## src/sv/mfbp_pkg.sv

```systemverilog
// ---------------------------------------------------------------------------
// mfbp_pkg: shared types and constants for the MSB-first bit packer
// Command codes, field widths and stream bus widths.
// ---------------------------------------------------------------------------
package mfbp_pkg;

   // field widths
   localparam int WORD_BITS  = 64;
   localparam int CMD_W      = 2;
   localparam int OFFSET_W   = 6;
   localparam int COUNT_W    = 7;
   localparam int BYTE_W     = 8;
   localparam int MBITS_W    = 4;

   // stream bus widths (fields packed from bit 0, padded to whole bytes)
   localparam int REQ_FIELDS_W = WORD_BITS + OFFSET_W + COUNT_W;
   localparam int REQ_TDATA_W  = ((REQ_FIELDS_W + 7) / 8) * 8;
   localparam int RSP_FIELDS_W = BYTE_W + MBITS_W;
   localparam int RSP_TDATA_W  = ((RSP_FIELDS_W + 7) / 8) * 8;
   localparam int REQ_TUSER_W  = CMD_W;

   // full byte marker for meaningful_bits
   localparam logic [MBITS_W-1:0] FULL_BYTE_BITS = MBITS_W'(BYTE_W);

   // command codes
   typedef logic [CMD_W-1:0] cmd_type;
   localparam cmd_type CMD_APPEND_DATA = 2'd0;
   localparam cmd_type CMD_APPEND_ZERO = 2'd1;
   localparam cmd_type CMD_FLUSH       = 2'd2;

endpackage

```

## src/sv/msb_first_bit_packer.sv

```systemverilog
// ---------------------------------------------------------------------------
// msb_first_bit_packer: variable-length MSB-first bit packer
// Packs data chunks, zero runs and flushes into a byte stream.
// ---------------------------------------------------------------------------
// Usage:
//   Request channel (req_*): one command per request. req_tuser carries the
//   command (append data, append zeros, flush); req_tdata carries the source
//   word, the bit offset and the bit count.
//   Response channel (rsp_*): one completed byte per transfer with its count
//   of meaningful bits; rsp_tlast marks the last byte caused by a request.
//   A request that completes no byte produces no response.
// Path: a request passes the request register, the byte drain and the
//   output register before its first byte appears.
// Throughput: the drain sends one byte per cycle while rsp_tready allows
//   (up to eight per request for a 64-bit chunk); a request that completes
//   at most one byte lets the next one in the following cycle if not stalled.
// Reset: the pending partial byte and its fill level clear, all stages empty.
// Stall: when rsp_tready is low the output register holds; the drain and the
//   request register fill up and req_tready drops once both are occupied.
// ---------------------------------------------------------------------------
module msb_first_bit_packer #(
   parameter int CHUNK_BITS = 64
) (
   input  logic                             clock,
   input  logic                             reset,
   // request channel
   input  logic                             req_tvalid,
   output logic                             req_tready,
   // tdata: chunk_word[63:0], bit_offset[69:64], bit_count[76:70], zero pad
   input  logic [mfbp_pkg::REQ_TDATA_W-1:0] req_tdata,
   // tuser: cmd[1:0]
   input  logic [mfbp_pkg::REQ_TUSER_W-1:0] req_tuser,
   // response channel
   output logic                             rsp_tvalid,
   input  logic                             rsp_tready,
   // tdata: out_byte[7:0], meaningful_bits[11:8], zero pad
   output logic [mfbp_pkg::RSP_TDATA_W-1:0] rsp_tdata,
   output logic                             rsp_tlast
);

   localparam int BUF_W     = CHUNK_BITS + mfbp_pkg::BYTE_W;
   localparam int MAX_BYTES = (CHUNK_BITS + 7) / 8;
   localparam int NB_W      = $clog2(MAX_BYTES + 1);
   localparam int TOT_W     = $clog2(CHUNK_BITS + 8);
   localparam int BYTE_W    = mfbp_pkg::BYTE_W;
   localparam int MBITS_W   = mfbp_pkg::MBITS_W;
   localparam int COUNT_W   = mfbp_pkg::COUNT_W;
   localparam int OFFSET_W  = mfbp_pkg::OFFSET_W;
   localparam int WORD_BITS = mfbp_pkg::WORD_BITS;

   // request register
   logic                      in_valid_ff;
   mfbp_pkg::cmd_type         in_cmd_ff;
   logic [WORD_BITS-1:0]      in_word_ff;
   logic [OFFSET_W-1:0]       in_offset_ff;
   logic [COUNT_W-1:0]        in_count_ff;

   // pending partial byte
   logic [BYTE_W-1:0]         pending_byte_ff, pending_byte_in;
   logic [2:0]                pending_fill_ff, pending_fill_in;
   logic                      pending_upd;

   // byte drain register
   logic                      work_valid_ff;
   logic [BUF_W-1:0]          work_buf_ff, work_buf_in;
   logic [NB_W-1:0]           work_rem_ff, work_rem_in;
   logic [MBITS_W-1:0]        work_tail_ff, work_tail_in;

   // output register
   logic                      rsp_valid_ff;
   logic [BYTE_W-1:0]         rsp_byte_ff;
   logic [MBITS_W-1:0]        rsp_bits_ff;
   logic                      rsp_last_ff;

   // handshake
   logic                      rsp_load;
   logic                      work_emit;
   logic                      work_last;
   logic                      work_free;
   logic                      in_move;

   // chunk alignment
   logic [CHUNK_BITS-1:0]     src;
   logic [CHUNK_BITS-1:0]     aligned;
   logic [CHUNK_BITS-1:0]     masked;
   logic [COUNT_W-1:0]        avail;
   logic [COUNT_W-1:0]        cnt;
   logic [BUF_W-1:0]          ext;
   logic [BUF_W-1:0]          comb_buf;
   logic [BUF_W-1:0]          rest;
   logic [TOT_W-1:0]          total;
   logic [NB_W-1:0]           nbytes;

   assign rsp_load   = !rsp_valid_ff || rsp_tready;
   assign work_emit  = work_valid_ff && rsp_load;
   assign work_last  = (work_rem_ff == NB_W'(1));
   assign work_free  = !work_valid_ff || (work_emit && work_last);
   assign in_move    = in_valid_ff && work_free;
   assign req_tready = !in_valid_ff || in_move;

   // clip the count and left-align the chunk bits
   always_comb begin
      src   = in_word_ff[CHUNK_BITS-1:0];
      avail = ({1'b0, in_offset_ff} < COUNT_W'(CHUNK_BITS)) ?
              COUNT_W'(CHUNK_BITS) - COUNT_W'(in_offset_ff) : '0;
      case (in_cmd_ff)
         mfbp_pkg::CMD_APPEND_DATA: begin
            cnt = (in_count_ff > avail) ? avail : in_count_ff;
         end
         mfbp_pkg::CMD_APPEND_ZERO: begin
            cnt = (in_count_ff > COUNT_W'(CHUNK_BITS)) ? COUNT_W'(CHUNK_BITS) : in_count_ff;
         end
         default: begin
            cnt = '0;
         end
      endcase
      aligned = src << in_offset_ff;
      if (in_cmd_ff == mfbp_pkg::CMD_APPEND_DATA) begin
         masked = aligned & ~({CHUNK_BITS{1'b1}} >> cnt);
      end else begin
         masked = '0;
      end
   end

   // merge with the pending byte, count completed bytes, split off the tail
   always_comb begin
      ext      = {masked, {BYTE_W{1'b0}}} >> pending_fill_ff;
      comb_buf = {pending_byte_ff, {CHUNK_BITS{1'b0}}} | ext;
      total    = TOT_W'(pending_fill_ff) + TOT_W'(cnt);
      nbytes   = NB_W'(total >> 3);
      rest     = comb_buf << {nbytes, 3'b000};

      work_buf_in     = comb_buf;
      work_rem_in     = nbytes;
      work_tail_in    = mfbp_pkg::FULL_BYTE_BITS;
      pending_byte_in = rest[BUF_W-1 -: BYTE_W];
      pending_fill_in = total[2:0];
      pending_upd     = 1'b1;

      case (in_cmd_ff) inside
         mfbp_pkg::CMD_APPEND_DATA, mfbp_pkg::CMD_APPEND_ZERO: begin
         end
         mfbp_pkg::CMD_FLUSH: begin
            work_rem_in     = (pending_fill_ff != 3'd0) ? NB_W'(1) : '0;
            work_tail_in    = MBITS_W'(pending_fill_ff);
            pending_byte_in = '0;
            pending_fill_in = '0;
         end
         default: begin
            work_rem_in = '0;
            pending_upd = 1'b0;
         end
      endcase
   end

   // request register
   always_ff @(posedge clock) begin
      if (reset) begin
         in_valid_ff <= 1'b0;
      end else if (req_tready) begin
         in_valid_ff <= req_tvalid;
      end
      if (req_tready && req_tvalid) begin
         in_cmd_ff    <= req_tuser[mfbp_pkg::CMD_W-1:0];
         in_word_ff   <= req_tdata[WORD_BITS-1:0];
         in_offset_ff <= req_tdata[WORD_BITS +: OFFSET_W];
         in_count_ff  <= req_tdata[WORD_BITS+OFFSET_W +: COUNT_W];
      end
   end

   // pending state advances as each data, zero or flush request enters the drain
   always_ff @(posedge clock) begin
      if (reset) begin
         pending_byte_ff <= '0;
         pending_fill_ff <= '0;
      end else if (in_move && pending_upd) begin
         pending_byte_ff <= pending_byte_in;
         pending_fill_ff <= pending_fill_in;
      end
   end

   // byte drain: load a new request or shift out one byte per cycle while the output register can take it
   always_ff @(posedge clock) begin
      if (reset) begin
         work_valid_ff <= 1'b0;
      end else if (in_move) begin
         work_valid_ff <= (work_rem_in != '0);
      end else if (work_emit && work_last) begin
         work_valid_ff <= 1'b0;
      end
      if (in_move) begin
         work_buf_ff  <= work_buf_in;
         work_rem_ff  <= work_rem_in;
         work_tail_ff <= work_tail_in;
      end else if (work_emit) begin
         work_buf_ff <= work_buf_ff << BYTE_W;
         work_rem_ff <= work_rem_ff - NB_W'(1);
      end
   end

   // output register
   always_ff @(posedge clock) begin
      if (reset) begin
         rsp_valid_ff <= 1'b0;
      end else if (rsp_load) begin
         rsp_valid_ff <= work_valid_ff;
      end
      if (work_emit) begin
         rsp_byte_ff <= work_buf_ff[BUF_W-1 -: BYTE_W];
         rsp_bits_ff <= work_last ? work_tail_ff : mfbp_pkg::FULL_BYTE_BITS;
         rsp_last_ff <= work_last;
      end
   end

   assign rsp_tvalid = rsp_valid_ff;
   assign rsp_tdata  = {{(mfbp_pkg::RSP_TDATA_W - mfbp_pkg::RSP_FIELDS_W){1'b0}},
                        rsp_bits_ff, rsp_byte_ff};
   assign rsp_tlast  = rsp_last_ff;

   // bits below the fill level of the partial byte stay clear
   a_pending_clean: assert property (@(posedge clock) disable iff (reset)
      (pending_byte_ff & (8'hFF >> pending_fill_ff)) == 8'h00)
      else $error("pending byte has bits below its fill level");

   // an occupied drain always has bytes left to send
   a_work_rem: assert property (@(posedge clock) disable iff (reset)
      work_valid_ff |-> (work_rem_ff != '0) && (work_rem_ff <= NB_W'(MAX_BYTES)))
      else $error("byte drain occupied with no bytes left");

   // only the last byte of a request may be partial
   a_partial_last: assert property (@(posedge clock) disable iff (reset)
      rsp_valid_ff && !rsp_last_ff |-> rsp_bits_ff == mfbp_pkg::FULL_BYTE_BITS)
      else $error("partial byte not marked last");

   // a response never carries an empty or oversized byte
   a_bits_range: assert property (@(posedge clock) disable iff (reset)
      rsp_valid_ff |-> (rsp_bits_ff != '0) && (rsp_bits_ff <= mfbp_pkg::FULL_BYTE_BITS))
      else $error("meaningful bit count out of range");

   // a flush always leaves nothing pending
   a_flush_clears: assert property (@(posedge clock) disable iff (reset)
      in_move && (in_cmd_ff == mfbp_pkg::CMD_FLUSH) |=> pending_fill_ff == 3'd0)
      else $error("flush left pending bits");

endmodule

```

## config.mk

```make
export PLATFORM = sky130hd
export DESIGN_NAME = msb_first_bit_packer
export DESIGN_NICKNAME = d
export VERILOG_FILES = /design/src/sv/mfbp_pkg.sv /design/src/sv/msb_first_bit_packer.sv
export SDC_FILE = /design/constraint.sdc
export NUM_CORES = 1
export LEC_CHECK = 0
export BUFFER_PORTS_ARGS = -buffer_cell sky130_fd_sc_hd__buf_2
export CORE_UTILIZATION = 60
export DETAILED_ROUTE_END_ITERATION = 16
export PLACE_DENSITY = 0.79
export SYNTH_ARGS = -nofsm -noshare
export SYNTH_HDL_FRONTEND = slang
export SYNTH_SLANG_ARGS = --single-unit
```

## constraint.sdc

```tcl
create_clock -name clock -period 6.5 [get_ports clock]
set_input_delay 0.65 -clock clock [delete_from_list [all_inputs] [get_ports clock]]
set_output_delay 0.65 -clock clock [all_outputs]
set_load 0.01 [all_outputs]
```

==> results_dict.tcl <==
set metrics [dict create \
    run_status "completed" \
    finClkSkew_ps 14.97 \
    wirelength_mm 63.29 \
    crit_type "reg -> reg" \
    grt_max_degree 81 \
    drc 0 \
    routed-via-count 16260 \
    clockBufferDepth 2 \
    cellPowerDensity_mw_per_mm2 209.1 \
    placementRows 60 \
    syn-cell-area_mm2 0.01669 \
    core_mm2 0.02710 \
    ant_nets 0 \
    slew_viol_final 0 \
    tightestPinTransition_ps 1124 \
    swShare_pct 36.76 \
    max_freq_ghz 0.1681 \
    multi_input_area_mm2 0.01042 \
    cts_setup_buffers 0 \
    syn_avg_cell_area_um2 9.525 \
    p_int_w 0.002387 \
    synth_warnings 0 \
    nFillCells 2187 \
    cts_root_buf "clkbuf_16" \
    h-tree-depth 4 \
    fin_ws_ps 552.4 \
    grt_use_total_pct 45.01 \
    setup_viol 0 \
    synth-edff-count 171 \
    initial_utilization_pct 61.57 \
    antenna_found_initial 0 \
    fin_tns_setup_ps 0 \
    p_leak_nw 6.506 \
    synth_seq_cells 185 \
    min_path_type "in -> reg" \
    hpwl_mm 47.21 \
    yosysSeqAreaShare_pct 32.45 \
    place_area_mm2 0.01745 \
    io_pins 105 \
    wire_per_inst_um 29.02 \
    fin_crit_sh_pct 91.50 \
    synth_top_area_cell "edfxtp_1" \
    drtIter0Drc 2882 \
    grt_pass1_vias 14840 \
    cp-start-kind "flip-flop" \
    place_congestion 1.036 \
    critPathCaptureType "flip-flop" \
    clock_sinks 185 \
    seqCellArea_mm2 0.005419 \
    tritoncts "built" \
    fin_crit_ps 5948 \
    clk-insertion-delay-late_ps 470 \
    ys.flop_type "edfxtp_1" \
    grt_overflow_total 0 \
    worst_r2r_path_depth 20 \
    via_per_inst 7.456 \
    synth_cells 1752 \
    port_buffers 97 \
    post_cts_resized 0 \
    n_antenna_cell 0 \
    peakVddDrop_mv 0.1820 \
    mostFrequentLayoutCell "nand2_1" \
    arrival_ps 6330 \
    hold_viol 0 \
    power_frac_seq_pct 39.5 \
    syn_to_final_growth_pct 8.165 \
    cts_buffers 17 \
    power_w 0.003775 \
    synth-async-reset-ratio_pct 0 \
    synth_top_area_share_pct 30.77 \
    stdcell_area_mm2 0.01805 \
    p_comb_share_pct 31.5 \
    dieArea_mm2 0.02848 \
    drt_pre_antenna_iters 7 \
    synth_cell_types 111 \
    drive_gt1_share_pct 23.00 \
    path_max_fanout 10 \
    maxCapViolations 0 \
    netSwitchingPower_w 0.001388 \
    rsz0062_at_grt "no" \
    required_ps 6880 \
    path_clk_slew_ps 80 \
    slew_headroom_pct 24.90 \
    layout_common_cells "nand2_1 (228), edfxtp_1 (171), nor2_1 (162), mux2i_1 (106)" \
    hold_depth 1 \
    synthTopCellsByArea "edfxtp_1 (31%), mux4_2 (9.9%), mux2i_1 (6.4%)" \
    power.share.clock_pct 28.9 \
    final_nets 1894 \
    place_ws_ps 771.4 \
    ctsHoldBuffers 0 \
    die_x_um 168.8 \
    fp.dieH_um 168.8 \
    grt_first_pass_wirelength_mm 94.70 \
]
[logic make-up (layout without fill, tap and decap cells)]
kind of cell,after synthesis,in the layout,synth area share (%)
buffers and inverters,177,231,5.309
AOI/OAI and AO/OA,541,541,23.94
adders and majority gates,12,12,0.8997
and+or+nand+nor,572,572,15.36
other,1,4,0.02247
muxes,251,251,21.29
xor gates and xnor gates,13,13,0.7274
DFF,185,185,32.45
[cell type report]
cell class              count  area share, %
clock buffers              18          2.378
clock inverters            14         0.9358
inverters                  29         0.6169
multi-input cells        1393          57.74
flip-flops and latches    185          30.02
well taps                 372          2.579
repair buffers            170          5.726
[per-stage QoR]
step	utilization (%)	hold WS (ps)	instances
floorplan	-	400.3	1755
global placement	64.40	401.0	2149
detailed placement	64.40	407.0	2149
CTS	66.60	345.9	2181
global route	66.60	348.4	2181
finish	66.60	346.9	2181
[power groups by stage]
stage | Combinational [W] | Sequential, W | Clock (W)
global placement | 0.00111 | 0.00150 | 0
CTS | 0.00113 | 0.00149 | 0.00109
global route | 0.00123 | 0.00150 | 0.00113
detailed placement | 0.00112 | 0.00151 | 0
finish | 0.00119 | 0.00149 | 0.00109
floorplan | 0.000773 | 0.00150 | 0
[critical path: stages (launching register included)]
cell,delay [ps]
edfxtp_1,500
inv_4,260
ha_1,230
nor3b_2,250
xnor2_1,270
inv_1,90
ha_1,320
nand4_2,210
a21oi_2,300
nor3_4,130
o21ai_4,280
nand2_1,150
ha_1,360
nor2_1,130
a21oi_2,80
xnor2_1,830
nand2_1,510
or3_1,440
o311ai_1,80
a21oi_1,130
o32ai_1,280
[state kept, by name, indices dropped and copies added, names as in the netlist, 3 cells and up]
register / cells
in_count_ff: 7
in_offset_ff: 6
in_word_ff: 64
pending_byte_ff: 8
pending_fill_ff: 3
rsp_bits_ff: 4
rsp_byte_ff: 8
work_buf_ff: 71
work_rem_ff: 4
work_tail_ff: 4
[layer usage]
metal  up-vias  track usage [%]  part of all wire (%)
met5         -                0                     0
met4         0            17.43                   4.0
met3       221            12.18                    13
met2      1346            67.01                    43
met1      7773            62.53                    39
li1       6921                -                     -
[worst paths after layout]
path,endpoint,slack [ps],from
setup reg to reg,pending_byte_ff[6],550,in_offset_ff[0]
hold reg to reg,rsp_byte_ff[7],420,work_buf_ff[71]
setup / recovery,pending_byte_ff[6],550,in_offset_ff[0]
hold / removal,in_word_ff[54],350,req_tdata[54]
[synth_stat cells (all sizes together), types with 25 or more instances]
cell type and n:
mux4 74, o31ai 25, nand3 40, o22ai 34, nor2 165, mux2i 110
mux2 67, a21oi 95, a211oi 26, nand2 229, nor3 53, edfxtp 171
buf 76, inv 25, o21ai 120, clkbuf 72
Note: power is estimated with default switching activity, not from simulation.
